File: src/rtl/core/ebga_pkg.sv
// Shared constants, command/status structs and codes for the embedding-bag
// gradient accumulator. No dependencies; compiled first.
`default_nettype none

package ebga_pkg;

    // Table geometry and bag limit
    localparam int NUM_ROWS = 1024;
    localparam int EMB_DIM  = 128;
    localparam int MAX_BAG  = 256;

    // Field widths
    localparam int ROW_W  = 10;
    localparam int COL_W  = 7;
    localparam int GRAD_W = 32;
    localparam int BAG_W  = 9;

    localparam int DEPTH     = NUM_ROWS * EMB_DIM;
    localparam int ADDR_W    = $clog2(DEPTH);
    localparam int DIV_CNT_W = $clog2(GRAD_W);

    // Opcode of an input word
    localparam logic OP_ACC  = 1'b0;
    localparam logic OP_READ = 1'b1;

    typedef struct packed {
        logic ready;     // input side may take a word
        logic take;      // input word accepted this cycle
        logic clear_wr;  // write zero at the clear pointer
        logic commit;    // write back the sum and load the output register
    } ebga_cmd_t;

    typedef struct packed {
        logic div_needed;  // word at the input needs the divider
        logic div_busy;    // divider still iterating
        logic out_free;    // output register can take a result this cycle
        logic clear_last;  // clear pointer is at the last entry
    } ebga_status_t;

endpackage

`default_nettype wire

File: src/rtl/core/ebga_ctrl.sv
// Controller FSM: clearing pass, word intake, divider wait, write-back.
// Depends on ebga_pkg.
`default_nettype none

module ebga_ctrl (
    input  wire logic                   clk,
    input  wire logic                   rst_n,
    input  wire logic                   req_valid,
    input  wire ebga_pkg::ebga_status_t status,
    output ebga_pkg::ebga_cmd_t         cmd
);
    import ebga_pkg::*;

    typedef enum logic [3:0] {
        ST_CLEAR = 4'b0001,
        ST_IDLE  = 4'b0010,
        ST_DIV   = 4'b0100,
        ST_ADD   = 4'b1000
    } state_t;

    state_t state_reg, state_next;

    always_comb
    begin
        cmd        = '0;
        state_next = state_reg;
        case (state_reg)
            ST_CLEAR:
            begin
                cmd.clear_wr = 1'b1;
                if (status.clear_last)
                    state_next = ST_IDLE;
            end
            ST_IDLE:
            begin
                cmd.ready = 1'b1;
                cmd.take  = req_valid;
                if (req_valid)
                    state_next = status.div_needed ? ST_DIV : ST_ADD;
            end
            ST_DIV:
            begin
                if (!status.div_busy)
                    state_next = ST_ADD;
            end
            ST_ADD:
            begin
                // memory read data is valid here; wait for room at the output
                if (status.out_free)
                begin
                    cmd.commit = 1'b1;
                    state_next = ST_IDLE;
                end
            end
            default:
            begin
                state_next = ST_IDLE;
            end
        endcase
    end

    always_ff @(posedge clk or negedge rst_n)
    begin
        if (!rst_n)
            state_reg <= ST_CLEAR;
        else
            state_reg <= state_next;
    end

endmodule

`default_nettype wire

File: config.mk
export PLATFORM = sky130hd
export DESIGN_NAME = ebga_ctrl
export DESIGN_NICKNAME = d
export VERILOG_FILES = /design/src/rtl/core/ebga_pkg.sv /design/src/rtl/core/ebga_ctrl.sv
export SDC_FILE = /design/constraint.sdc
export NUM_CORES = 1
export LEC_CHECK = 0
export ABC_AREA = 1
export BUFFER_PORTS_ARGS = -buffer_cell sky130_fd_sc_hd__buf_2
export CAP_MARGIN = 20
export CORE_AREA = 3 3 40 42
export CTS_CLUSTER_SIZE = 28
export DETAILED_ROUTE_END_ITERATION = 8
export DIE_AREA = 0 0 43 45
export RECOVER_POWER = 100
export SKIP_LAST_GASP = 1
export SLEW_MARGIN = 20
export SYNTH_ARGS = -nofsm -noshare
export SYNTH_HDL_FRONTEND = slang
export SYNTH_SLANG_ARGS = --single-unit
File: constraint.sdc
create_clock -name clk -period 1.2 [get_ports clk]
set_clock_uncertainty 0.05 [all_clocks]
set_input_delay 0.24 -clock clk [delete_from_list [all_inputs] [get_ports clk]]
set_output_delay 0.24 -clock clk [all_outputs]
set_load 0.02 [all_outputs]
Yosys cells after proc, flatten, opt, wreduce, memory -nomap -nowiden --
Cells that the tools add are included.
Word-level totals: register bits 4, output and inout bits 4, logic and storage cells 20
Cells by class: equality and inequality tests 8, muxes and demuxes 10, reductions and logical operators 1
Operator list (number):
- $mux W4 | 5
- $pmux W4 S4 | 1
- $ne A2 B2 Y1 const B | 4
- $eq A4 B1 Y1 const B | 1
- $eq A4 B2 Y1 const B | 1
- $eq A4 B3 Y1 const B | 1
- $eq A4 B4 Y1 const B | 1
- $reduce_and A4 Y1 | 1
- $mux W1 | 3
- $mux W2 | 1

Logic depth before layout (Yosys ltp) --
depth in word-level cells 3, mapped depth 7, depth with buffers taken out 7

Worst setup path after synthesis --
OpenSTA, ideal clock, no wires.
path type flip-flop to output port, from reg state_reg[0], to out cmd[1] (netlist bit), arrival 1.267 ns, required time 0.910 ns, setup slack -0.357 ns, stages on the path, launching flop included 3, path through dfstp_2 -> inv_1 -> nor4_1
RTL lines:
- from (decl) | RTL line ebga_ctrl.sv:21 | state_t state_reg, state_next;
- from (signal assigned) | RTL line ebga_ctrl.sv:67 | state_reg <= state_next;
- to (decl) | RTL line ebga_ctrl.sv:10 | output ebga_pkg::ebga_cmd_t cmd

==> flow_summary.yaml <==
run_status:
  outcome: "finished with violations"
  violations: "negative setup slack"
synth:
  synth_fa_ha_area_share_pct: 0
  synthSimpleGateAreaFrac_pct: 45.3
  syn_avg_cell_area_sq_um: 6.47
  synth_cells: 41
  synth_mux_area_share_pct: 0
  synth_top_family_by_area: "simple AND/OR/NAND/NOR gates"
  ys.warnings.count: 0
  synth-seq-cells: 4
  synth-xor-area-share_pct: 0
  synth_compound_area_share_pct: 3.77
  synth_seq_area_share_pct: 38.2
  synthesis.nets: 48
  ys_types: 13
  syn_area_sq_um: 265
floorplan:
  start_util_pct: 20.6
  ios: 11
  rows: 13
  core_sq_um: 1280
  dieArea_sq_um: 1940
  fp.dieH_um: 45
  die_w_um: 43
min_path:
  worstHoldStart: "status[3]"
  min_to: "state_reg[3]$_DFFE_PN0P_"
  min_path_type: "in -> reg"
  hold_depth: 4
global_route:
  antenna_found_initial: 0
  grt_pass1_wl_um: 1240
  grt_usage_pct: 8.69
  grt_max_degree: 5
  overflow: 0
  grt_pass1_vias: 309
worst_setup_path:
  reg2reg_depth: 8
  crit_type: "reg -> out"
  end_kind: "output port"
  crit_path_start_kind: "flop"
  cp_max_fo: 3
  reg2reg_slack_ps: -170
  reg2reg_to: "state_reg[2]$_DFFE_PN0P_"
  required_ps: 910
  arrival_ps: 1170
  timing.rr.start: "state_reg[0]$_DFFE_PN1P_"
drt:
  dr.first_iter.drc_count: 0
  drcViolationCount: 0
  dr.pass1.iters: 1
  wl_um: 725
  vias: 339
  routedWlPerCell_um: 8.73
  vias_per_cell: 4.08
  drt.antenna.violating_nets: 0
sta:
  fin_setup_tns_ps: -1470
  timing.fmax_mhz: 687
  min_period_over_period_pct: 121
  hold_viol: 0
  whs_ps: 229
  finalWorstSetupSlack_ps: -255
  period_minus_slack_ps: 1460
  worst_pin_slew_ps: 213
  rsz0062_at_grt: "true"
  relSlewSlack_pct: 85.8
  slew_viol_final: 0
  setup_viol: 8
finish:
  finalNetCount: 76
  final_core_util_pct: 44.0
  n_antenna_cell: 0
  largest_register_ffs: 4
  fin_cells: 83
  fillers: 134
  drive_gt1_share_pct: 67.6
  area_growth_pct: 113
  final_area_sq_um: 566
placement:
  port_buffers: 10
  dp.cells: 74
  dp_hpwl_um: 523
  gp_congestion: 0.659
  place_area_sq_um: 419
  dpl_worst_slack_ps: -83.6
clocking:
  cts_root_buf: "clkbuf_4"
  cts_htree_levels: 1
  clk_pin_slew_ps: 40
  cts.sinks: 4
  numCtsBuffers: 3
  cts_tree: "done"
  cts_buffer_depth: 2
  clock_latency_ps: 230
pwr:
  leakage_nw: 0.277
  total_power_mw: 1.29
  power_density_nw_per_um2: 2270
  vdd_ir_drop_max_mv: 1.03
flow_run:
  drv_cap: 0
cell type report:
type / instances / area [sq um] / share of cell area, %
well taps: 15 / 18.8 / 3.32
multi-input cells: 28 / 200 / 35.4
flip-flops and latches: 4 / 105 / 18.6
inverters: 9 / 33.8 / 5.97
repair buffers: 23 / 181 / 32.1
clock buffers: 4 / 26.3 / 4.65
what timing repair did:
action / 4_1_cts / 5_1_grt
pin swaps: 8 / 2
endpoints found under the setup margin: 7 / 8
resized for setup: 23 / 4
setup buffers: 4 / 0
endpoints found under the hold margin: 4 / 0
hold buffers: 1 / 0
cells by family (layout without fill, tap and decap cells):
logic type             count (synthesis)  in the layout
AND/OR/NAND/NOR                       26             26
buffers and inverters                  9             36
flip-flops                             4              4
AO/OA/AOI/OAI                          2              2
layer usage:
metal / vias up / global-route usage (%) / share of wire [%]
li1: 178 / - / -
met1: 155 / 10.5 / 46
met2: 6 / 14.7 / 49
met3: 0 / 3.59 / 4.7
met4: 0 / 1.81 / 0
met5: - / 0 / 0
Yosys cell counts, drive strengths merged:
cell type,instances,area share (%)
inv,7,9.9
a21oi,1,1.9
nand2,11,17
dfrtp,3,28
clkinv,2,2.8
nor4,1,2.4
nand3,3,5.7
nand3b,1,2.8
o21ai,1,1.9
nor2,10,18
dfstp,1,9.9
worst max-delay path by stage:
stage                              from     end  slack [ps]  depth (start not counted)
5_1_grt        state_reg[0]$_DFFE_PN1P_  cmd[1]        -310                          3
4_1_cts        state_reg[1]$_DFFE_PN0P_  cmd[2]        -260                          5
3_5_place_dp   state_reg[0]$_DFFE_PN1P_  cmd[1]         -80                          3
3_3_place_gp   state_reg[1]$_DFFE_PN0P_  cmd[0]         -70                          4
2_1_floorplan  state_reg[0]$_DFFE_PN1P_  cmd[1]         -30                          2
6_report       state_reg[0]$_DFFE_PN1P_  cmd[0]        -260                          5
cells in the final DEF, fill, tap and decap left out:
| cell type | count |
|---|---|
| clkbuf_1 | 2 |
| nor4_4 | 1 |
| dlygate4sd3_1 | 1 |
| clkinv_1 | 2 |
| nand3_2 | 1 |
| dfstp_2 | 1 |
| nor2_1 | 2 |
| inv_1 | 4 |
| clkbuf_4 | 3 |
| buf_4 | 10 |
| nand3b_1 | 1 |
| nor2_2 | 4 |
| buf_2 | 5 |
| buf_6 | 6 |
| nand2_2 | 4 |
| nand3_4 | 1 |
| dfrtp_2 | 3 |
| nand2_1 | 7 |
| o21ai_1 | 1 |
| nor2_4 | 4 |
| a21oi_1 | 1 |
| inv_2 | 3 |
| nand3_1 | 1 |
where the power goes:
part	switching (mW)	internal, mW
registers	0.0861	0.193
clock network	0.0573	0.125
logic	0.412	0.412
total	0.555	0.730
critical path, cell delays in order, from the launching register on:
cell     delay (ps)
dfstp_2         570
buf_6           120
nor2_4           40
nand2_2          50
nor2_2           40
buf_6           120
(Power assumes the default switching activity.)
